==> src/rtl/page_table_frame_allocator_defines.svh <==
// ----------------------------------------------------------------------------
// page_table_frame_allocator_defines.svh
// Assertion macros shared by the allocator RTL.
// ----------------------------------------------------------------------------
`ifndef PAGE_TABLE_FRAME_ALLOCATOR_DEFINES_SVH
`define PAGE_TABLE_FRAME_ALLOCATOR_DEFINES_SVH

// cond must hold at every clock edge outside reset
`define PTFA_ASSERT_ALWAYS(lbl, clk, rst_n, cond, msg) \
    lbl: assert property (@(posedge clk) disable iff (!rst_n) (cond)) else $error(msg);

// cons must hold in the same cycle as ante
`define PTFA_ASSERT_IMPLY(lbl, clk, rst_n, ante, cons, msg) \
    lbl: assert property (@(posedge clk) disable iff (!rst_n) (ante) |-> (cons)) \
        else $error(msg);

`endif

==> src/rtl/ptfa_pkg.sv <==
// ----------------------------------------------------------------------------
// ptfa_pkg
// Types and codes for the page table and frame allocator.
// ----------------------------------------------------------------------------
package ptfa_pkg;

    localparam int MODE_W   = 2;
    localparam int STATUS_W = 2;
    localparam int FRAME_W  = 6;
    localparam int CFG_W    = 7;
    localparam int VA_W     = 32;

    // one frame cell per frame number that the frame field can carry
    localparam int FRAMES   = 64;

    typedef logic [MODE_W-1:0]   mode_t;
    typedef logic [STATUS_W-1:0] status_t;
    typedef logic [FRAME_W-1:0]  frame_t;
    typedef logic [CFG_W-1:0]    cfg_t;

    localparam mode_t MODE_LOOKUP = 2'd0;
    localparam mode_t MODE_MAP    = 2'd1;
    localparam mode_t MODE_ALLOC  = 2'd2;

    localparam status_t STATUS_OK        = 2'd0;
    localparam status_t STATUS_NOT_FOUND = 2'd1;
    localparam status_t STATUS_NO_FRAME  = 2'd2;

    localparam cfg_t FRAMES_IN_USE_RESET = 7'd64;

    // search token walking the cell chain
    typedef struct packed {
        logic   valid;
        logic   found;
        frame_t frame;
    } token_t;

    typedef enum logic [1:0] {
        ST_IDLE,
        ST_MOD,
        ST_RUN
    } state_t;

endpackage

==> src/rtl/ptfa_frame_cell.sv <==
// ----------------------------------------------------------------------------
// ptfa_frame_cell
// One frame occupancy flag; claims the frame for a passing allocate token.
// ----------------------------------------------------------------------------
module ptfa_frame_cell
    import ptfa_pkg::*;
#(
    parameter int IDX = 0
)
(
    input  logic   clk,
    input  logic   rst_n,
    input  logic   adv,
    input  mode_t  mode,
    input  cfg_t   frames_in_use,
    input  token_t tin,
    output token_t tout
);

    localparam logic [31:0] IDX_V = 32'(IDX);

    logic   occ_reg;
    token_t tout_reg;
    token_t tout_next;
    logic   eligible;
    logic   take;

    assign eligible = (32'(frames_in_use) > IDX_V);
    assign take     = tin.valid && (mode == MODE_ALLOC) && !tin.found && eligible && !occ_reg;

    always_comb
    begin
        tout_next = tin;
        if (take)
        begin
            tout_next.found = 1'b1;
            tout_next.frame = FRAME_W'(IDX);
        end
    end

    always_ff @(posedge clk or negedge rst_n)
    begin
        if (!rst_n)
        begin
            occ_reg  <= 1'b0;
            tout_reg <= '0;
        end
        else if (adv)
        begin
            tout_reg <= tout_next;
            if (take)
            begin
                occ_reg <= 1'b1;
            end
        end
    end

    assign tout = tout_reg;

endmodule

==> config.mk <==
export PLATFORM = sky130hd
export DESIGN_NAME = ptfa_frame_cell
export DESIGN_NICKNAME = d
export VERILOG_FILES = /design/src/rtl/page_table_frame_allocator_defines.svh /design/src/rtl/ptfa_pkg.sv /design/src/rtl/ptfa_frame_cell.sv
export SDC_FILE = /design/constraint.sdc
export NUM_CORES = 1
export LEC_CHECK = 0
export CORE_MARGIN = 1.5
export CORE_UTILIZATION = 23
export CTS_CLUSTER_SIZE = 28
export DETAILED_ROUTE_END_ITERATION = 7
export DONT_BUFFER_PORTS = 1
export PLACE_DENSITY = 0.47
export SLEW_MARGIN = 40
export SYNTH_ARGS = -nofsm -noshare
export SYNTH_HDL_FRONTEND = slang
export SYNTH_SLANG_ARGS = --single-unit
==> constraint.sdc <==
create_clock -name clk -period 3.2 [get_ports clk]
set_clock_uncertainty 0.2 [all_clocks]
set_input_delay 0.16 -clock clk [delete_from_list [all_inputs] [get_ports clk]]
set_output_delay 0.16 -clock clk [all_outputs]
set_load 0.05 [all_outputs]
**Yosys cells after proc, flatten, opt, wreduce, memory -nomap -nowiden**

Cells that the tools add are included.

- Order comparisons: 1
- Equal/unequal tests: 1
- Muxes and demuxes: 1
- Reductions and logical operators: 7

Operators with widths:

| operator | count |
|---|---|
| $gt A7 B1 Y1 const B | 1 |
| $mux W7 | 1 |
| $logic_and A1 B1 Y1 | 4 |
| $eq A2 B2 Y1 const B | 1 |
| $logic_not A1 Y1 | 2 |
| $reduce_and A2 Y1 | 1 |

- Register bits: 9
- Output and inout bits: 8
- Word-level logic and storage cells: 14

**Logic depth before layout (Yosys ltp)**

Gate-level depths: netlist (run 1).

- Depth in word-level cells: 6
- Depth in mapped cells: 4
- Depth with buffers taken out: 3

**Worst setup path before layout (run 1)**

No wires, ideal clock.

- Path type: reg2reg
- From: register, netlist name tout[6]
- To: register tout_reg (netlist bit tout[6])
- Library setup time: 126 ps
- Arrival: 1025 ps
- Setup slack: 1849 ps
- Stages on the path, launching flop included: 3
- Buffers on the path: 0
- Path through: dfrtp_1 -> and2b_4 -> a221o_1

RTL lines:

| element | line | RTL |
|---|---|---|
| end signal: assignment | ptfa_frame_cell.sv:50 | `tout_reg <= tout_next;` |
| end: declaration | ptfa_frame_cell.sv:23 | `token_t tout_reg;` |

==> reports/metrics.cfg, run 1 <==
[pwr]
power_density_nw_per_um2 = 475.4
p_leak_nw = 0.2780
irDropWorstVdd_mv = 0.1364
total_power_mw = 0.3111

[route]
dr.pass1.iters = 1
drcViolationCount = 0
drtIter0Drc = 0
viasPerCell = 4.329
via_count = 329
ant_nets = 0
wl_um = 968
wl_per_cell_um = 12.74

[sta]
rsz0062_at_grt = false
fin_crit_ns = 1.943
maxSlewHeadroom_pct = 67.08
report.final.slew_viol_count = 0
max_freq_ghz = 0.5146
setup_viol = 0
finalCritPeriodShare_pct = 60.73
hold_viol_final = 0
tns_ns = 0
worst_slew_pin_slew_ns = 0.4938

[cells_and_area]
mostFrequentLayoutCell = dlygate4sd3_1
num-fill-cells = 196
syn_to_final_growth_pct = 49.43
drive_gt1_share_pct = 15.69
design_area_um2 = 654.4
largest_reg_flops = 8
layout.nets = 72
n_antenna_cell = 0
mostFrequentLayoutCells = dlygate4sd3_1, dfrtp_1, mux2i_1, a21oi_1, clkbuf_4

[setup_path]
critPathRequiredTime_ns = 3.14
startpoint_type = flip-flop
critPathTopFamily = flip-flops
rrSetupSlack_ns = 1.26
slowest_stage = dfrtp_1
cp.arrival_ns = 1.88
critical_path.max_stage_delay_ns = 0.57
crit_type = reg -> reg
rr_endpoint = tout[6]$_DFFE_PN0P_
worst-path-max-fanout = 2
reg2reg_depth = 3
path_buf_inv = 1
endpoint_kind = flip-flop
crit_path_cell_trace = and2b_4 -> a221o_1 -> dlygate4sd3_1
worstReg2RegStart = tout[6]$_DFFE_PN0P_

[global_routing]
grt_pass1_vias = 384
grt_first_pass_wirelength_mm = 1.483
grt_max_degree = 11
antenna_found_initial = 0
grt_remaining_overflow = 0
grt_use_total_pct = 10.26

[synth]
synth_area_per_cell_um2 = 14.13
syn-num-nets = 51
yosysWarnings = 0
synth.yosys.seq_area_share_pct = 51.43
ys_ff_latch = 9
syn-cell-area_um2 = 437.9
ys_types = 13
synthCells = 31

[die]
core_area_um2 = 1764
die_y_um = 46.64
die_w_um = 46.64
start_util_pct = 24.82
rows = 15
io_pins = 28
die-area_um2 = 2175

[clock_tree]
cts_buffers = 3
root_buffer = clkbuf_4
post_cts_resize_count = 0
hold_buffers = 17
ctsHtreeMaxLevel = 1
cts_buffer_depth = 2
clock_sinks = 9
cts_tree = built
post_cts_buffers = 0
clk_latency_ns = 0.25
clk_pin_slew_ns = 0.06

[worst_hold_path]
min_to = tout[3]$_DFFE_PN0P_
hp-class = in -> reg
whs_path_depth = 3
min_from = adv

[placed_design]
gp_congestion = 0.6058
post_dp_cell_area_um2 = 457.9
hpwl_um = 655.6
numPortBuffers = 0

[status]
outcome = complete, no violations

[run]
max_cap_violations = 0

[report_power, final]
part / switching (mW) / internal [mW] / total [mW]
clock network: 0.0375 / 0.0479 / 0.0854
registers: 0.0482 / 0.126 / 0.174
logic: 0.0174 / 0.0338 / 0.0512
[synth_stat cells, drive strengths merged]
cell	number	area, um^2
a211oi	1	20.02
a21oi	6	30.03
a221o	1	10.01
and2b	1	10.01
buf	1	11.26
dfrtp	9	225.2
inv	1	3.750
mux2	1	11.26
mux2i	6	60.06
nand4b	1	23.77
nor3	1	5.000
nor4	1	21.27
or2	1	6.260
[logic make-up after synthesis]
family	synth area share, %
AOI/OAI and AO/OA	13.71
buffers and inverters	3.428
DFF	51.43
muxes	16.29
and+or+nand+nor	15.14
[worst register-to-register path, delay by kind of cell (launching register included)]
kind	cells	cell delay, ns
flops	1	0.57
compound gates	1	0.24
simple gates	1	0.27
buf+inv	1	0.55
[cell type report]
| class | count | area, um^2 | area share [%] |
|---|---|---|---|
| sequential | 9 | 225.2 | 34.42 |
| inverter | 1 | 3.754 | 0.5736 |
| tap | 25 | 31.28 | 4.780 |
| timing repair buffer | 17 | 170.2 | 26.00 |
| multi-input combinational | 20 | 197.7 | 30.21 |
| clock buffer | 4 | 26.28 | 4.015 |
[layer usage]
metal	track usage, %	wire (um)	vias to the layer above
li1	-	-	153
met2	16.94	488	21
met5	0	0	-
met4	5.000	0	0
met3	5.098	99	0
met1	10.77	380	155
[stage by stage]
| stage | hold slack, ns | std cells | worst slack [ns] | util, % |
|---|---|---|---|---|
| global placement | -0.3354 | 55 | 1.819 | 25.96 |
| global route | 0.02611 | 76 | 1.211 | 37.09 |
| floorplan | -0.3356 | 31 | 1.849 | - |
| detailed placement | -0.3353 | 55 | 1.799 | 25.96 |
| finish | 0.01568 | 76 | 1.257 | 37.09 |
| CTS | 0.01432 | 76 | 1.242 | 37.09 |
[worst max-delay path by stage]
stage / startpoint / end / slack, ns / cells after the start
6_report: tout[6]$_DFFE_PN0P_ / tout[6]$_DFFE_PN0P_ / 1.26 / 3
5_1_grt: tout[6]$_DFFE_PN0P_ / tout[6]$_DFFE_PN0P_ / 1.21 / 3
4_1_cts: tout[6]$_DFFE_PN0P_ / tout[6]$_DFFE_PN0P_ / 1.24 / 3
3_5_place_dp: tout[6]$_DFFE_PN0P_ / tout[6]$_DFFE_PN0P_ / 1.80 / 2
3_3_place_gp: tout[6]$_DFFE_PN0P_ / tout[6]$_DFFE_PN0P_ / 1.82 / 2
2_1_floorplan: tout[6]$_DFFE_PN0P_ / tout[6]$_DFFE_PN0P_ / 1.85 / 2
Power figures use the tool's default switching activity.
==> inputs of run 2 (changes only) <==
Clock period 3.2 ns to 2 ns, I/O delays scaled along.
==> reports/metrics.cfg, run 2 (synthesis results as in run 1) <==
[status]
outcome = complete, no violations  ; unchanged

[sta]
tns_ns = 0  ; unchanged
hold_viol_final = 0  ; unchanged
rsz0062_at_grt = false  ; unchanged
setup_viol = 0  ; unchanged
layout_setup_ws_ns = 0.05774  ; was 1.257 ns
fin_crit_ns = 1.942  ; was 1.943 ns
finalCritPeriodShare_pct = 97.11  ; was 60.73%
worst_slew_pin_slew_ns = 0.4928  ; was 0.4938 ns
max_freq_ghz = 0.5149  ; was 0.5146 GHz
maxSlewHeadroom_pct = 67.15  ; was 67.08%
report.final.slew_viol_count = 0  ; unchanged

[route]
ant_nets = 0  ; unchanged
viasPerCell = 4.419  ; was 4.329
wl_mm = 1.080  ; was 968 um
drtIter0Drc = 2  ; was 0
drcViolationCount = 0  ; unchanged
via_count = 380  ; was 329
dr.pass1.iters = 3  ; was 1
wl_per_cell_um = 12.56  ; was 12.74 um

[cells_and_area]
design_area_um2 = 737.0  ; was 654.4 um^2
largest_reg_flops = 8  ; unchanged
drive_gt1_share_pct = 24.59  ; was 15.69%
num-fill-cells = 198  ; was 196
mostFrequentLayoutCells = dlygate4sd3_1, dfrtp_1, buf_4  ; was dlygate4sd3_1, dfrtp_1, mux2i_1, a21oi_1, clkbuf_4
mostFrequentLayoutCell = dlygate4sd3_1  ; unchanged
layout.nets = 82  ; was 72
syn_to_final_growth_pct = 68.29  ; was 49.43%
n_antenna_cell = 0  ; unchanged

[die]
die_w_um = 46.64  ; unchanged
core_area_um2 = 1764  ; unchanged
die_y_um = 46.64  ; unchanged
rows = 15  ; unchanged
start_util_pct = 24.82  ; unchanged
io_pins = 28  ; unchanged
die-area_um2 = 2175  ; unchanged

[placed_design]
post_dp_cell_area_um2 = 495.5  ; was 457.9 um^2
dp_slack_ns = 0.5987  ; was 1.799 ns
hpwl_um = 727.1  ; was 655.6 um
numPortBuffers = 0  ; unchanged
gp_congestion = 0.6058  ; unchanged

[clock_tree]
root_buffer = clkbuf_4  ; unchanged
cts_buffers = 3  ; unchanged
cts_buffer_depth = 2  ; unchanged
clk_pin_slew_ns = 0.06  ; about the same
ctsHtreeMaxLevel = 1  ; unchanged
clock_sinks = 9  ; unchanged
cts_tree = built  ; unchanged
post_cts_resize_count = 0  ; unchanged
clk_latency_ns = 0.25  ; about the same

[global_routing]
grt_pass1_vias = 407  ; was 384
grt_first_pass_wirelength_mm = 1.628  ; was 1.483 mm
antenna_found_initial = 0  ; unchanged
grt_remaining_overflow = 0  ; unchanged
grt_use_total_pct = 10.90  ; was 10.26%
grt_max_degree = 11  ; unchanged

[pwr]
power.switching_mw = 0.1703  ; was 0.1031 mW
total_power_mw = 0.5227  ; was 0.3111 mW
p_leak_nw = 0.3258  ; was 0.2780 nW
seq_power_share_pct = 44.9  ; was 56.1%
power_density_nw_per_um2 = 709.3  ; was 475.4 nW/um^2
p_comb_share_pct = 29.1  ; was 16.5%
p_clk_share_pct = 26.0  ; was 27.5%
irDropWorstVdd_mv = 0.1857  ; was 0.1364 mV
p_int_mw = 0.3524  ; was 0.2079 mW
swShare_pct = 32.58  ; was 33.15%

[setup_path]
worst-path-max-fanout = 2  ; unchanged
cp.arrival_ns = 1.88  ; about the same
crit_type = reg -> reg  ; unchanged
path_buf_inv = 1  ; unchanged
crit_path_cell_trace = and2b_4 -> a221o_1 -> dlygate4sd3_1  ; unchanged
critPathRequiredTime_ns = 1.94  ; was 3.14 ns
rrSetupSlack_ns = 0.06  ; was 1.26 ns
startpoint_type = flip-flop  ; unchanged
endpoint_kind = flip-flop  ; unchanged
critical_path.max_stage_delay_ns = 0.57  ; about the same
slowest_stage = dfrtp_1  ; unchanged
critPathTopFamily = flip-flops  ; unchanged

[worst_hold_path]
hp-class = in -> async  ; was in -> reg

[run]
max_cap_violations = 0  ; unchanged

==> run 2: metrics by stage <==
stage | util, % | instances | hold slack, ns
final | 41.77 | 86 | 0.01310
after global routing | 41.77 | 86 | 0.04429
after CTS | 41.49 | 85 | 0.01104
after detailed placement | 28.09 | 60 | -0.3953
after global placement | 28.09 | 60 | -0.3954
after floorplan | - | 31 | -0.3956
==> run 2: what timing repair did <==
item,in CTS,in global routing
hold buffers,21,0
setup endpoints to repair,0,2
setup buffers,0,2
endpoints found under the hold margin,18,0
==> run 2: area by class of cell <==
type / instances / area [um^2] / share of cell area (%)
repair buffers: 27 / 252.7 / 34.30
flip-flops and latches: 9 / 225.2 / 30.56
multi-input cells: 20 / 197.7 / 26.83
well taps: 25 / 31.28 / 4.244
clock buffers: 4 / 26.28 / 3.565
inverters: 1 / 3.754 / 0.5093
==> run 2: worst paths after layout <==
kind,cells after the start,endpoint,startpoint
setup / recovery,3,tout[6]$_DFFE_PN0P_,tout[6]$_DFFE_PN0P_
hold / removal,1,tout[5]$_DFFE_PN0P_,rst_n
setup reg to reg,3,tout[6]$_DFFE_PN0P_,tout[6]$_DFFE_PN0P_
hold reg to reg,1,occ_reg$_DFFE_PN0P_,occ_reg$_DFFE_PN0P_
max in group asynchronous,1,tout[0]$_DFFE_PN0P_,rst_n
min in group clk,3,tout[4]$_DFFE_PN0P_,frames_in_use[6]
==> run 2: per-layer routing <==
metal | global-route usage [%] | share of wire [%] | vias up
li1 | - | - | 176
met1 | 11.72 | 40 | 183
met2 | 18.33 | 49 | 21
met3 | 4.706 | 11 | 0
met4 | 5.000 | 0 | 0
met5 | 0 | 0 | -
==> run 2: power groups by stage <==
stage          Sequential [mW]  Combinational, mW  Clock, mW
2_1_floorplan            0.279             0.0397          0
3_3_place_gp             0.238              0.100          0
3_5_place_dp             0.239              0.102          0
4_1_cts                  0.235              0.155      0.145
5_1_grt                  0.238              0.163      0.151
6_report                 0.235              0.152      0.136
==> inputs of run 3 (changes only) <==
Settings changed: CTS_CLUSTER_DIAMETER set to 80, GPL_TIMING_DRIVEN set to 0.
==> reports/metrics.cfg, run 3 (synthesis results as in run 1) <==
[status]
outcome = complete, no violations  ; unchanged

[global_routing]
grt_remaining_overflow = 0  ; unchanged
use_met2_pct = 16.39  ; was 18.33%
antenna_found_initial = 0  ; unchanged
grt_pass1_vias = 375  ; was 407
grt_use_total_pct = 9.896  ; was 10.90%
grt_first_pass_wirelength_mm = 1.490  ; was 1.628 mm
met3_usage_pct = 3.922  ; was 4.706%
grt_max_degree = 11  ; unchanged
met1_usage_pct = 11.58  ; was 11.72%
grt_busiest_layer = met2  ; unchanged

[cells_and_area]
drive_gt1_share_pct = 18.87  ; was 24.59%
mostFrequentLayoutCell = dlygate4sd3_1  ; unchanged
layout.nets = 74  ; was 82
n_antenna_cell = 0  ; unchanged
layout.cells.non_filler = 78  ; was 86
largest_reg_flops = 8  ; unchanged
syn_to_final_growth_pct = 53.71  ; was 68.29%
mostFrequentLayoutCells = dlygate4sd3_1, dfrtp_1, mux2i_1, a21oi_1, clkbuf_4  ; was dlygate4sd3_1, dfrtp_1, buf_4

[sta]
finalCritPeriodShare_pct = 97.18  ; was 97.11%
fin_crit_ns = 1.944  ; was 1.942 ns
setup_viol = 0  ; unchanged
worst_slew_pin_slew_ns = 0.4994  ; was 0.4928 ns
report.final.slew_viol_count = 0  ; unchanged
maxSlewHeadroom_pct = 66.70  ; was 67.15%
max_freq_ghz = 0.5145  ; was 0.5149 GHz
rsz0062_at_grt = false  ; unchanged
hold_viol_final = 0  ; unchanged
tns_ns = 0  ; unchanged

[pwr]
swShare_pct = 33.73  ; was 32.58%
p_leak_nw = 0.2910  ; was 0.3258 nW
irDropWorstVdd_mv = 0.2402  ; was 0.1857 mV
seq_power_share_pct = 55.2  ; was 44.9%
power_density_nw_per_um2 = 751.8  ; was 709.3 nW/um^2
power.switching_mw = 0.1707  ; was 0.1703 mW
p_int_mw = 0.3354  ; was 0.3524 mW
p_clk_share_pct = 26.9  ; was 26.0%
p_comb_share_pct = 17.9  ; was 29.1%

[route]
drcViolationCount = 0  ; unchanged
via_count = 339  ; was 380
viasPerCell = 4.346  ; was 4.419
drtIter0Drc = 1  ; was 2
wl_um = 998  ; was 1.080 mm
wl_per_cell_um = 12.79  ; was 12.56 um
ant_nets = 0  ; unchanged
dr.pass1.iters = 3  ; unchanged

[die]
rows = 15  ; unchanged
die_w_um = 46.64  ; unchanged
start_util_pct = 24.82  ; unchanged
die-area_um2 = 2175  ; unchanged
die_y_um = 46.64  ; unchanged
core_area_um2 = 1764  ; unchanged
io_pins = 28  ; unchanged

[placed_design]
numPortBuffers = 0  ; unchanged
hpwl_um = 684.8  ; was 727.1 um
placedCellCount = 56  ; was 60
gp_congestion = 0.6251  ; was 0.6058

[setup_path]
reg2reg_depth = 3  ; unchanged
startpoint_type = flip-flop  ; unchanged
worst-path-max-fanout = 2  ; unchanged
cp.arrival_ns = 1.88  ; about the same
critPathRequiredTime_ns = 1.94  ; about the same
endpoint_kind = flip-flop  ; unchanged
rrSetupSlack_ns = 0.06  ; about the same
crit_type = reg -> reg  ; unchanged

[worst_hold_path]
hp-class = in -> async  ; unchanged

[run]
max_cap_violations = 0  ; unchanged

[clock_tree]
cts_buffers = 3  ; unchanged
clk_latency_ns = 0.25  ; about the same
cts_tree = built  ; unchanged
ctsHtreeMaxLevel = 1  ; unchanged
cts_buffer_depth = 2  ; unchanged
clock_sinks = 9  ; unchanged
clk_pin_slew_ns = 0.06  ; about the same
root_buffer = clkbuf_4  ; unchanged

[run 3: repair_timing]
action,4_1_cts,5_1_grt
endpoints found under the setup margin,0,7
setup buffers,0,1
hold buffers,17,0
resized for setup,0,0
endpoints found under the hold margin,18,0
[run 3: area by class of cell]
class / count / area [um^2]
flip-flops and latches: 9 / 225.2
clock buffers: 4 / 26.28
plain buffers: 1 / 11.26
fillers: 187 / 1091
multi-input cells: 20 / 197.7
inverters: 1 / 3.754
well taps: 25 / 31.28
repair buffers: 18 / 177.7
[run 3: final timing paths]
| path | from | to |
|---|---|---|
| worst max-delay path | tout[6]$_DFFE_PN0P_ | tout[6]$_DFFE_PN0P_ |
| worst min-delay path | rst_n | tout[4]$_DFFE_PN0P_ |
| worst max register to register | tout[6]$_DFFE_PN0P_ | tout[6]$_DFFE_PN0P_ |
| worst min register to register | occ_reg$_DFFE_PN0P_ | occ_reg$_DFFE_PN0P_ |
| max in group asynchronous | rst_n | tout[7]$_DFFE_PN0P_ |
| min in group clk | frames_in_use[6] | occ_reg$_DFFE_PN0P_ |
[run 3: metrics by stage]
step	cell area, um^2	util (%)	hold WS (ns)	setup slack, ns	power (mW)
5_1_grt	673.1	38.16	0.03590	0.01158	0.5310
3_5_place_dp	469.2	26.60	-0.3954	0.5990	0.3297
2_1_floorplan	437.9	-	-0.3956	0.6494	0.3185
6_report	673.1	38.16	0.008673	0.05639	0.5061
4_1_cts	665.6	37.73	0.005409	0.04476	0.5187
3_3_place_gp	469.2	26.60	-0.3954	0.6197	0.3274
[run 3: power by group through the flow]
stage               clock (mW)  sequential [mW]  combinational [mW]
finish                   0.136            0.279              0.0908
global route             0.148            0.282               0.101
CTS                      0.149            0.280              0.0905
detailed placement           0            0.283              0.0468
global placement             0            0.283              0.0445
floorplan                    0            0.279              0.0397
[run 3: layer usage]
| layer | share of wire, % | routed length (um) |
|---|---|---|
| met1 | 40 | 404 |
| met2 | 48 | 478 |
| met3 | 11 | 114 |
| met4 | 0 | 0 |
| met5 | 0 | 0 |
[run 3: worst max-delay path: stages (launching register included)]
cell and delay, ns:
dfrtp_1 0.57, and2b_4 0.26, a221o_1 0.24, dlygate4sd3_1 0.55
