`config.mk`:
```
export PLATFORM = sky130hd
export DESIGN_NAME = ptfa_entry_cell
export DESIGN_NICKNAME = d
export VERILOG_FILES = /design/src/rtl/page_table_frame_allocator_defines.svh /design/src/rtl/ptfa_pkg.sv /design/src/rtl/ptfa_entry_cell.sv
export SDC_FILE = /design/constraint.sdc
export NUM_CORES = 1
export LEC_CHECK = 0
export ABC_AREA = 1
export BUFFER_PORTS_ARGS = -buffer_cell sky130_fd_sc_hd__buf_2
export CAP_MARGIN = 40
export CELL_PAD_IN_SITES_DETAIL_PLACEMENT = 0
export CELL_PAD_IN_SITES_GLOBAL_PLACEMENT = 1
export CORE_MARGIN = 10
export CORE_UTILIZATION = 40
export DETAILED_ROUTE_END_ITERATION = 10
export PLACE_DENSITY_LB_ADDON = 0.12
export SLEW_MARGIN = 5
export SYNTH_ARGS = -nofsm -noshare
export SYNTH_HDL_FRONTEND = slang
export SYNTH_SLANG_ARGS = --single-unit
```
`constraint.sdc`:
```
create_clock -name clk -period 2.1 [get_ports clk]
set_input_delay 0.315 -clock clk [delete_from_list [all_inputs] [get_ports clk]]
set_output_delay 0.315 -clock clk [all_outputs]
set_load 0.02 [all_outputs]
```
`src/rtl/page_table_frame_allocator_defines.svh`:
```
// ----------------------------------------------------------------------------
// page_table_frame_allocator_defines.svh
// Assertion macros shared by the allocator RTL.
// ----------------------------------------------------------------------------
`ifndef PAGE_TABLE_FRAME_ALLOCATOR_DEFINES_SVH
`define PAGE_TABLE_FRAME_ALLOCATOR_DEFINES_SVH

// cond must hold at every clock edge outside reset
`define PTFA_ASSERT_ALWAYS(lbl, clk, rst_n, cond, msg) \
    lbl: assert property (@(posedge clk) disable iff (!rst_n) (cond)) else $error(msg);

// cons must hold in the same cycle as ante
`define PTFA_ASSERT_IMPLY(lbl, clk, rst_n, ante, cons, msg) \
    lbl: assert property (@(posedge clk) disable iff (!rst_n) (ante) |-> (cons)) \
        else $error(msg);

`endif

```
`src/rtl/ptfa_pkg.sv`:
```
// ----------------------------------------------------------------------------
// ptfa_pkg
// Types and codes for the page table and frame allocator.
// ----------------------------------------------------------------------------
package ptfa_pkg;

    localparam int MODE_W   = 2;
    localparam int STATUS_W = 2;
    localparam int FRAME_W  = 6;
    localparam int CFG_W    = 7;
    localparam int VA_W     = 32;

    // one frame cell per frame number that the frame field can carry
    localparam int FRAMES   = 64;

    typedef logic [MODE_W-1:0]   mode_t;
    typedef logic [STATUS_W-1:0] status_t;
    typedef logic [FRAME_W-1:0]  frame_t;
    typedef logic [CFG_W-1:0]    cfg_t;

    localparam mode_t MODE_LOOKUP = 2'd0;
    localparam mode_t MODE_MAP    = 2'd1;
    localparam mode_t MODE_ALLOC  = 2'd2;

    localparam status_t STATUS_OK        = 2'd0;
    localparam status_t STATUS_NOT_FOUND = 2'd1;
    localparam status_t STATUS_NO_FRAME  = 2'd2;

    localparam cfg_t FRAMES_IN_USE_RESET = 7'd64;

    // search token walking the cell chain
    typedef struct packed {
        logic   valid;
        logic   found;
        frame_t frame;
    } token_t;

    typedef enum logic [1:0] {
        ST_IDLE,
        ST_MOD,
        ST_RUN
    } state_t;

endpackage

```
`src/rtl/ptfa_entry_cell.sv`:
```
// ----------------------------------------------------------------------------
// ptfa_entry_cell
// One page table entry; matches lookups, takes maps, gives up its frame
// to an allocate that found no free frame.
// ----------------------------------------------------------------------------
module ptfa_entry_cell
    import ptfa_pkg::*;
#(
    parameter int IDX    = 0,
    parameter int PAGE_W = 20,
    parameter int SLOT_W = 8
)
(
    input  logic              clk,
    input  logic              rst_n,
    input  logic              adv,
    input  mode_t             mode,
    input  logic [PAGE_W-1:0] page,
    input  logic [SLOT_W-1:0] slot,
    input  frame_t            fidx,
    input  token_t            tin,
    output token_t            tout
);

    localparam logic [SLOT_W-1:0] MY_SLOT = SLOT_W'(IDX);

    logic              valid_reg;
    logic [PAGE_W-1:0] page_reg;
    frame_t            frame_reg;
    token_t            tout_reg;
    token_t            tout_next;
    logic              match;
    logic              evict;
    logic              wr;

    assign match = tin.valid && (mode == MODE_LOOKUP) && !tin.found && valid_reg
                   && (page_reg == page);
    assign evict = tin.valid && (mode == MODE_ALLOC) && !tin.found && valid_reg;
    assign wr    = tin.valid && (mode == MODE_MAP) && (slot == MY_SLOT);

    always_comb
    begin
        tout_next = tin;
        if (match || evict)
        begin
            tout_next.found = 1'b1;
            tout_next.frame = frame_reg;
        end
    end

    always_ff @(posedge clk or negedge rst_n)
    begin
        if (!rst_n)
        begin
            valid_reg <= 1'b0;
            tout_reg  <= '0;
        end
        else if (adv)
        begin
            tout_reg <= tout_next;
            if (wr)
            begin
                valid_reg <= 1'b1;
            end
            else if (evict)
            begin
                valid_reg <= 1'b0;
            end
        end
    end

    always_ff @(posedge clk)
    begin
        if (adv && wr)
        begin
            page_reg  <= page;
            frame_reg <= fidx;
        end
    end

    assign tout = tout_reg;

endmodule

```
# == Yosys cells after proc, flatten, opt, wreduce, memory -nomap -nowiden ==
# Cells that the tools add are included.
# word_totals
regBits,35
word_cells,28
output_inout_bits,8
# classes
mux,3
n_eq_ne,3
reduce_logical,16
# ops
cell,count
$eq 20x20->1,1
$logic_and 1x1->1,10
$logic_not 8->1,1
$mux 7,1
$eq 2x1->1 const B,1
$eq 2x2->1 const B,1
$logic_not 2->1,1
$mux 1,2
$reduce_and 2->1,1
$reduce_bool 2->1,1
$logic_not 1->1,1
$logic_or 1x1->1,1

# == Depth between registers and ports, before layout ==
# Gate-level depths: netlist of the first run.
# logic_depth
word_depth,7
depth_mapped,12

# == Least setup slack after synthesis of the first run ==
# No wires, ideal clock.
# synth_path
path_type,input -> register
start,input adv
end,"register frame_reg[0], enable pin"
path_slack_ns,0.449
t_arrival_ns,1.271
required_time_ns,1.719
n_path_buf,1
path_stages,5
setup_ns,0.381
cell_sequence,clkbuf_8 nand2_1 nor3_1 nand3_1 inv_1
# synth_via
elab_chain_cells,1
# synth_rtl
element,line_no,text
start: declaration,ptfa_entry_cell.sv:16,"input logic adv,"
$logic_and 1x1->1,ptfa_entry_cell.sv:74,if (adv && wr)
end signal: assignment,ptfa_entry_cell.sv:77,frame_reg <= fidx;
end: declaration,ptfa_entry_cell.sv:29,frame_t frame_reg;
# No other way between the ends.
# A chain may end at the register's enable or synchronous reset.

# == Worst setup path in the final report of the first run ==
# layout_path
start,register page_reg[2]
end,"register tout_reg, in the netlist tout[1]"
# layout_via
elab_chain_cells,4
# layout_rtl
element,line_no,text
start: declaration,ptfa_entry_cell.sv:28,logic [PAGE_W-1:0] page_reg;
start signal: assignment,ptfa_entry_cell.sv:76,page_reg <= page;
$eq 20x20->1,ptfa_entry_cell.sv:37,&& (page_reg == page);
$logic_and 1x1->1,ptfa_entry_cell.sv:37,
$logic_or 1x1->1,ptfa_entry_cell.sv:44,if (match || evict)
$mux 7,ptfa_entry_cell.sv:44,
end signal: assignment,ptfa_entry_cell.sv:60,tout_reg <= tout_next;
end: declaration,ptfa_entry_cell.sv:30,token_t tout_reg;
# No other way between the ends.

==> key figures, run 1 <==
Outcome
  • Outcome: complete, no violations

Yosys
  • Synth warn: 0
  • Sequential fraction of the synthesis area: 0.5314
  • Synth unique cells: 23
  • Mapped Area: 0.001893 mm²
  • Synth top area cells: edfxtp_1 (41%), nand2_1 (17%), dfrtp_1 (12%)
  • Post-Syn Instances: 240
  • Synthesized Nets: 287
  • Seq cells post-synth: 35
  • Largest area contributor in the netlist: edfxtp_1
  • Yosys top cell area share: 0.4124
  • Synth Area per Inst: 7.888 µm²

Place
  • Port buffer count: 54
  • Post-DP Area: 0.002215 mm²
  • Post-DP HPWL: 3345 µm
  • Final Wtd Congestion: 0.7647

Critical path
  • CP Max Fanout: 7
  • CP peak stage delay: 350 ps
  • Critical-path top delay cell: edfxtp_1
  • Worst path required time: 2280 ps
  • Crit. End Element: flip-flop
  • FF-to-FF path depth: 11
  • Critical path cell sequence: inv_1 -> nand2_1 -> nand2_1 -> nor2_1 -> nand2_1 -> nor2_2 -> nand3_2 -> nand2_4 -> nand3_1 -> nand3_1 -> nand2_1
  • Instance count on the critical path: 11
  • Crit path top cell by count: nand2_1
  • Top Family by Delay on Critical Path: simple AND/OR/NAND/NOR gates
  • Worst path bufs/invs: 1
  • Nature of the critical path startpoint: flip-flop
  • Critical path class: flip-flop to flip-flop
  • Data arrival time of the worst path: 1570 ps

Drt
  • Vias/cell: 4.466
  • Pre-antenna DRT Iters: 4
  • Total routed wirelength: 4111 µm
  • Vias after detailed routing: 1581
  • Met3 Wirelength: 334 µm
  • Highest metal layer with signal wires: met4
  • 1st-iter DRT viols: 65
  • Met2 WL: 1812 µm
  • Post-route ant nets: 0
  • # DRC: 0
  • M1 WL: 1935 µm
  • Routed len/inst: 11.61 µm

Timing
  • Fmax: 718.2 MHz
  • RSZ-0062 raised after global routing: false
  • Final setup violation count: 0
  • Clock Skews: 7.907 ps
  • Min Tclk post-route: 1392 ps
  • Final hold vios: 0
  • Slew @ Worst Pin: 348.4 ps
  • Slew headroom: 0.7677
  • Slew Viols, Final: 0
  • Final period utilization: 0.6631
  • Final TNS setup: 0 ps

Floorplan
  • FP Rows: 24
  • Core area: 0.004474 mm²
  • Die height: 88.80 µm
  • Die footprint: 0.007885 mm²
  • Top Ports: 55
  • Die X: 88.80 µm
  • Starting Density: 0.4231

Layout
  • Max reg flops: 20
  • Final #Nets: 348
  • Layout area overhead: 23.66%
  • Most common cell after layout, fill and taps aside: nand2_1
  • N_diodes: 0
  • Highest-count cells in the layout ignoring fill and taps: nand2_1 (85), buf_2 (54), inv_1 (51)
  • Cell area after layout: 0.002341 mm²
  • Fraction of layout cells with a size suffix above 1: 0.2483

Min path
  • Hold Path Class: input pin to flip-flop
  • Min-Delay Path Depth: 1

CTS
  • CTS HTree Levels: 2
  • TritonCTS clock tree: done
  • Root Driver: clkbuf_8
  • Cts repair resizes: 0
  • CTS max path bufs: 2
  • Setup Buffers After CTS: 0
  • Clock sinks: 35
  • CTS Buf Count: 5
  • Clk slew on worst S/H paths: 80 ps
  • Latest clock arrival within the worst-skew pair: 280 ps

Pwr
  • Leak: 1.276 nW
  • Max IR drop VDD: 0.0004562 V
  • Pwr/cell area: 660.4 mW/mm²
  • Pwr Total: 0.001546 W

Global routing
  • Overall global routing resource usage: 0.1052
  • Gr ovfl total: 0
  • Vias in the first global route: 1509
  • Largest net degree at the start of global routing: 27
  • Antenna violations before repair: 0
  • First-pass GRT wire length: 6472 µm

Run
  • Max cap viols: 0
-- cells by family after synthesis --
logic type	after synthesis	share of synthesized area
and+or+nand+nor	145	0.3358
buffers and inverters	56	0.1183
DFF	35	0.5314
AOI/OAI and AO/OA	2	0.005282
xor gates and xnor gates	2	0.009255
-- metrics by stage --
step                setup WS, ps  hold slack, ps  cells    util
global route               507.2           187.7    354  0.5232
CTS                        670.7           187.6    354  0.5232
finish                     707.6           199.7    354  0.5232
global placement           530.4           183.0    345  0.4950
floorplan                  448.5           19.41    240       -
detailed placement         489.7           182.0    345  0.4950
-- metal layers --
layer,up-vias,GRT usage
met5,-,0
met4,0,0.03084
met3,5,0.04320
met2,37,0.1629
met1,679,0.1311
li1,860,-
-- path summary, 6_finish.rpt --
check,startpoint,to,slack (ps)
max in group asynchronous,rst_n,valid_reg,1500
max reg2reg,page_reg[2],tout[1],710
min in group asynchronous,rst_n,tout[5],410
min reg2reg,tout[1],tout[1],480
min,fidx[4],frame_reg[4],200
max,page_reg[2],tout[1],710
-- worst reg2reg max path: cells and delay by family (launching register included) --
kind / cells / cell delay (ps)
flip-flops: 1 / 350
AND/OR/NAND/NOR: 10 / 890
buffers and inverters: 1 / 40
-- report_power, final --
| part | total, W | internal (W) | switching, W | leakage (nW) |
|---|---|---|---|---|
| clock | 0.000615 | 0.000359 | 0.000256 | 0.0587 |
| sequential | 0.000764 | 0.000757 | 0.00000678 | 0.344 |
| combinational | 0.000167 | 0.0000700 | 0.0000967 | 0.873 |
| total | 0.00155 | 0.00119 | 0.000359 | 1.28 |
-- layout make-up --
type | count | area, µm²
tap | 52 | 65.06
clock inverter | 3 | 47.55
inverter | 54 | 202.7
multi-input combinational | 149 | 663.1
sequential | 35 | 1006
clock buffer | 5 | 68.82
timing repair buffer | 56 | 287.8
fill | 446 | 2133
-- Yosys cell counts --
cell type / instances
nand3_2: 1
clkinv_1: 1
xnor2_1: 2
nand4_1: 2
nand2_1: 85
inv_2: 2
clkbuf_8: 1
and2_1: 2
nor3_1: 1
buf_4: 1
nor2_2: 4
nand3_1: 24
edfxtp_1: 26
nor2_4: 1
nand2_4: 1
nand4_2: 1
nor4_1: 2
dfrtp_1: 9
o21ai_0: 1
o21ai_1: 1
nand2_2: 2
nor2_1: 19
inv_1: 51
-- what timing repair did --
| action | in CTS | in global routing |
|---|---|---|
| endpoints found under the hold margin | 9 | 0 |
| endpoints found under the setup margin | 0 | 0 |
| hold buffers | 1 | 0 |
Power figures use the tool's default switching activity.
==> run 2, diff against run 1 <==
Settings changed: CORE_UTILIZATION 40 to 33.
Clock period 2.1 ns to 1.16 ns, I/O delays scaled along.
==> run 2 against run 1 <==
Effect of this change: the run now ends with negative setup slack left; sequential share of layout area decreased by 3.7 points; final cell count increased by 9.0%; maximum frequency fell by 1.5%; total power is 67% higher; die area up 16%; clock skew fell by 2.9 ps; combinational power is 110% higher; design area up 9.5%; critical path type unchanged; critical endpoint is now tout[4]; largest power group unchanged.
==> key figures, run 2 (synthesis gave the netlist of run 1 again) <==
Place
  • Dpl ws: -267.3 ps
  • Final Wtd Congestion: 0.7524
  • Port buffer count: 54
  • Post-DP HPWL: 3818 µm
  • Post-DP Area: 0.002401 mm²

Drt
  • Vias/cell: 4.236
  • Post-route ant nets: 0
  • Total routed wirelength: 4677 µm
  • Routed len/inst: 12.12 µm
  • Pre-antenna DRT Iters: 4
  • # DRC: 0
  • Vias after detailed routing: 1635
  • 1st-iter DRT viols: 69

Pwr
  • Psw: 0.0006368 W
  • Share of total power in the clock network: 0.330
  • Comb pwr share: 0.135
  • Total internal power: 0.001952 W
  • Seq pwr share: 0.535
  • Net Sw Frac: 0.2460
  • Pwr/cell area: 1010 mW/mm²
  • Max IR drop VDD: 0.0006372 V
  • Pwr Total: 0.002589 W
  • Leak: 1.344 nW

Timing
  • Clock Skews: 5.042 ps
  • Final TNS setup: -1640 ps
  • Final setup violation count: 7
  • Slew Viols, Final: 0
  • Setup WS post-layout: -253.1 ps
  • Slew headroom: 0.8047
  • Final hold vios: 0
  • Fmax: 707.7 MHz
  • Slew @ Worst Pin: 292.1 ps
  • RSZ-0062 raised after global routing: true
  • Final period utilization: 1.218
  • Min Tclk post-route: 1413 ps

Critical path
  • Critical path cell sequence: nand2_1 -> nand2_1 -> nor2_2 -> nand2_1 -> nor2_2 -> nand3_2 -> nand2_4 -> nand3_2 -> nand3_2 -> nand2_1
  • CP Max Fanout: 7
  • Crit path top cell by count: nand2_1
  • Worst path required time: 1340 ps
  • Instance count on the critical path: 10
  • Data arrival time of the worst path: 1590 ps
  • Critical-path top delay cell: edfxtp_1
  • Critical path class: flip-flop to flip-flop
  • Nature of the critical path startpoint: flip-flop
  • FF-to-FF path depth: 10
  • Reg2reg end: tout[4]
  • Crit. End Element: flip-flop
  • Top Family by Delay on Critical Path: simple AND/OR/NAND/NOR gates
  • Flop2flop setup slack: -250 ps
  • RR Startpoint: page_reg[14]
  • CP peak stage delay: 380 ps
  • Worst path bufs/invs: 0

Min path
  • Worst Hold Launch: fidx[3]
  • Hold endpoint: frame_reg[3]
  • Hold Path Class: input pin to flip-flop
  • Min-Delay Path Depth: 1

CTS
  • Clk slew on worst S/H paths: 70 ps
  • CTS HTree Levels: 2
  • Root Driver: clkbuf_8
  • TritonCTS clock tree: done
  • Setup Buffers After CTS: 0
  • CTS Buf Count: 5
  • Latest clock arrival within the worst-skew pair: 290 ps
  • Clock sinks: 35
  • CTS max path bufs: 2

Layout
  • N_diodes: 0
  • Max reg flops: 20
  • Most common cell after layout, fill and taps aside: nand2_1
  • Fraction of layout cells with a size suffix above 1: 0.3503
  • Final #Nets: 360
  • Layout area overhead: 35.36%
  • Cell area after layout: 0.002562 mm²
  • Fillers: 588
  • Highest-count cells in the layout ignoring fill and taps: nand2_1 (77), buf_2 (54), inv_1 (50)

Outcome
  • Outcome: finished, violations left
  • Violated checks: negative setup slack

Floorplan
  • Die footprint: 0.009166 mm²
  • Die X: 95.74 µm
  • Top Ports: 55
  • Starting Density: 0.3417
  • Core area: 0.005540 mm²
  • Die height: 95.74 µm
  • FP Rows: 27

Global routing
  • Antenna violations before repair: 0
  • Vias in the first global route: 1663
  • Overall global routing resource usage: 0.1094
  • Largest net degree at the start of global routing: 19
  • Gr ovfl total: 0
  • First-pass GRT wire length: 7859 µm

Run
  • Max cap viols: 0
run 2: changes by cell type in the layout (fill, tap and decap cells not counted), sizes merged:
cell / delta
clkbuf: +3
bufinv: -1
clkinv: -1
buf: +12
clkinvlp: +1
inv: -2
run 2: cell type report:
cell class,count,area [µm²],share of cell area
clock buffers,8,80.08,0.03125
inverters,54,206.4,0.08057
multi-input cells,149,777.0,0.3032
flip-flops and latches,35,1006,0.3926
well taps,72,90.09,0.03516
repair buffers,68,402.9,0.1572
run 2: how the worst max path moves through the flow:
stage | to | slack, ps | start
final | tout[4] | -250 | page_reg[14]
after global routing | tout[4] | -390 | page_reg[14]
after CTS | tout[4] | -270 | page_reg[0]
after detailed placement | tout[4] | -270 | page_reg[10]
after global placement | tout[2] | -250 | page_reg[10]
after floorplan | frame_reg[0] | -120 | adv
run 2: power by group through the flow:
stage	logic [W]	registers (W)	clock network, W
detailed placement	0.000340	0.00141	0
CTS	0.000352	0.00138	0.000892
global route	0.000397	0.00139	0.000960
floorplan	0.000131	0.00144	0
global placement	0.000336	0.00141	0
finish	0.000350	0.00138	0.000854
run 2: what timing repair did:
item | CTS | global route
hold endpoints to repair | 9 | 0
hold buffers | 1 | 0
pin swaps | 6 | 13
endpoints found under the setup margin | 7 | 7
resized for setup | 9 | 9
run 2: per-layer routing:
layer,global-route usage,wire (µm)
met5,0,0
met4,0.03686,62
met3,0.04125,322
met2,0.1665,2132
met1,0.1396,2160
run 2: stage by stage:
step                hold slack (ps)    util  instances
floorplan                    -121.6       -        240
global placement              46.65  0.4334        377
detailed placement            53.57  0.4334        377
CTS                           50.43  0.4571        386
global route                  48.25  0.4625        386
finish                        59.56  0.4625        386
==> run 3, diff against run 2 <==
Settings changed: CORE_UTILIZATION 33 to 37.
Clock period 1.16 ns to 1.6 ns, I/O delays scaled along.
==> run 3 against run 2 <==
Effect of this change: the flow now finishes without violations; critical endpoint is now tout[1]; combinational power down 36%; hold slack better by 74 ps; clock-buffer cell count unchanged.
==> key figures, run 3 (synthesis gave the netlist of run 1 again) <==
Global routing
  • First-pass GRT wire length: 7555 µm
  • Vias in the first global route: 1640
  • Gr ovfl total: 0
  • Overall global routing resource usage: 0.1087
  • Largest net degree at the start of global routing: 27
  • Antenna violations before repair: 0

Place
  • Post-DP HPWL: 3571 µm
  • Port buffer count: 54
  • Cells after DPL: 361
  • Final Wtd Congestion: 0.7392

Layout
  • Max reg flops: 20
  • Area occupied by multi-input gates: 678.2 µm²
  • Final core utilization: 0.4865
  • Layout area overhead: 24.59%
  • Fraction of layout cells with a size suffix above 1: 0.2508
  • Highest-count cells in the layout ignoring fill and taps: nand2_1 (84), buf_2 (54), inv_1 (51)
  • Non-filler instance count after layout: 370
  • Most common cell after layout, fill and taps aside: nand2_1
  • Fillers: 507
  • Register area: 0.001006 mm²
  • Final #Nets: 349
  • N_diodes: 0

Drt
  • Vias after detailed routing: 1590
  • Vias/cell: 4.297
  • Post-route ant nets: 0
  • Pre-antenna DRT Iters: 4
  • Total routed wirelength: 4451 µm
  • 1st-iter DRT viols: 54
  • # DRC: 0
  • Routed len/inst: 12.03 µm

Floorplan
  • Die height: 91.53 µm
  • Starting Density: 0.3905
  • Top Ports: 55
  • Die footprint: 0.008378 mm²
  • Die X: 91.53 µm
  • FP Rows: 25
  • Core area: 0.004848 mm²

Critical path
  • CP Max Fanout: 7
  • FF-to-FF path depth: 8
  • Reg2reg end: tout[1]
  • Critical-path top delay cell: edfxtp_1
  • Critical path cell sequence: xnor2_1 -> nand3_1 -> nor2_2 -> nand3_2 -> nand2_4 -> nand3_1 -> nand3_1 -> nand2_1
  • Crit path top cell by count: nand3_1
  • Crit. End Element: flip-flop
  • CP peak stage delay: 390 ps
  • Data arrival time of the worst path: 1580 ps
  • Flop2flop setup slack: 190 ps
  • Nature of the critical path startpoint: flip-flop
  • Worst path required time: 1770 ps
  • RR Startpoint: page_reg[8]
  • Critical path class: flip-flop to flip-flop

CTS
  • CTS max path bufs: 2
  • Clk slew on worst S/H paths: 70 ps
  • Latest clock arrival within the worst-skew pair: 280 ps
  • Clock sinks: 35
  • Root Driver: clkbuf_8
  • CTS Buf Count: 5
  • TritonCTS clock tree: done
  • Setup Buffers After CTS: 0
  • CTS HTree Levels: 2

Pwr
  • Pwr Total: 0.001848 W
  • Pwr/cell area: 783.3 mW/mm²
  • Leak: 1.270 nW
  • Max IR drop VDD: 0.0004830 V

Timing
  • Final hold vios: 0
  • Hold Slack: 133.2 ps
  • Slew Viols, Final: 0
  • Fmax: 710.5 MHz
  • Final setup violation count: 0
  • Min Tclk post-route: 1407 ps
  • Final period utilization: 0.8796
  • Slew headroom: 0.7739
  • Slew @ Worst Pin: 339.1 ps
  • Clock Skews: 3.333 ps
  • Final TNS setup: 0 ps

Outcome
  • Outcome: complete, no violations

Min path
  • Worst Hold Launch: fidx[0]
  • Min-Delay Path Depth: 1
  • Hold Path Class: input pin to flip-flop
  • Hold endpoint: frame_reg[0]

Run
  • Max cap viols: 0
[run 3: cell types whose count changed in the layout (fill, tap and decap cells not counted), sizes merged]
cell      change
buf          -11
clkinvlp      -1
inv           +1
[run 3: worst max-delay path: cells and delay by family (launching register included)]
| kind | cells | cell delay, ps |
|---|---|---|
| flip-flops | 1 | 390 |
| AND/OR/NAND/NOR | 7 | 700 |
| XOR/XNOR | 1 | 210 |
[run 3: final cells by class]
| cell class | instances | area share |
|---|---|---|
| Timing Repair Buffer | 57 | 0.1305 |
| Multi-Input combinational cell | 149 | 0.2875 |
| Inverter | 54 | 0.08594 |
| Sequential cell | 35 | 0.4265 |
| Tap cell | 67 | 0.03554 |
| Clock buffer | 8 | 0.03395 |
[run 3: per-stage QoR]
| stage | setup slack, ps | cell area [µm²] |
|---|---|---|
| 2_1_floorplan | 23.52 | 1893 |
| 3_3_place_gp | 182.8 | 2253 |
| 3_5_place_dp | 184.1 | 2253 |
| 4_1_cts | 172.3 | 2344 |
| 5_1_grt | -2.014 | 2359 |
| 6_report | 192.6 | 2359 |
[run 3: worst max-delay path by stage]
| stage | to | slack, ps | depth (start not counted) | start |
|---|---|---|---|---|
| 2_1_floorplan | frame_reg[0] | 20 | 5 | adv |
| 3_3_place_gp | page_reg[1] | 180 | 5 | slot[1] |
| 3_5_place_dp | tout[0] | 180 | 9 | page[19] |
| 4_1_cts | tout[0] | 170 | 8 | page_reg[19] |
| 5_1_grt | tout[5] | -2 | 10 | page_reg[14] |
| 6_report | tout[1] | 190 | 8 | page_reg[8] |
[run 3: metal layers]
layer	part of all wire	vias to the layer above	global-route usage
met1	0.50	696	0.1421
li1	-	858	-
met5	0	-	0
met4	0.0029	0	0.03133
met2	0.45	34	0.1653
met3	0.043	2	0.03704
[run 3: power breakdown]
part	internal (W)	total (W)	switching (W)
clock	0.000310	0.000619	0.000309
sequential	0.000994	0.00101	0.0000110
combinational	0.0000943	0.000224	0.000129
total	0.00140	0.00185	0.000449
[run 3: what timing repair did]
action	in CTS	in global routing
setup endpoints to repair	0	5
hold endpoints to repair	9	0
hold buffers	1	0
resized for setup	0	3
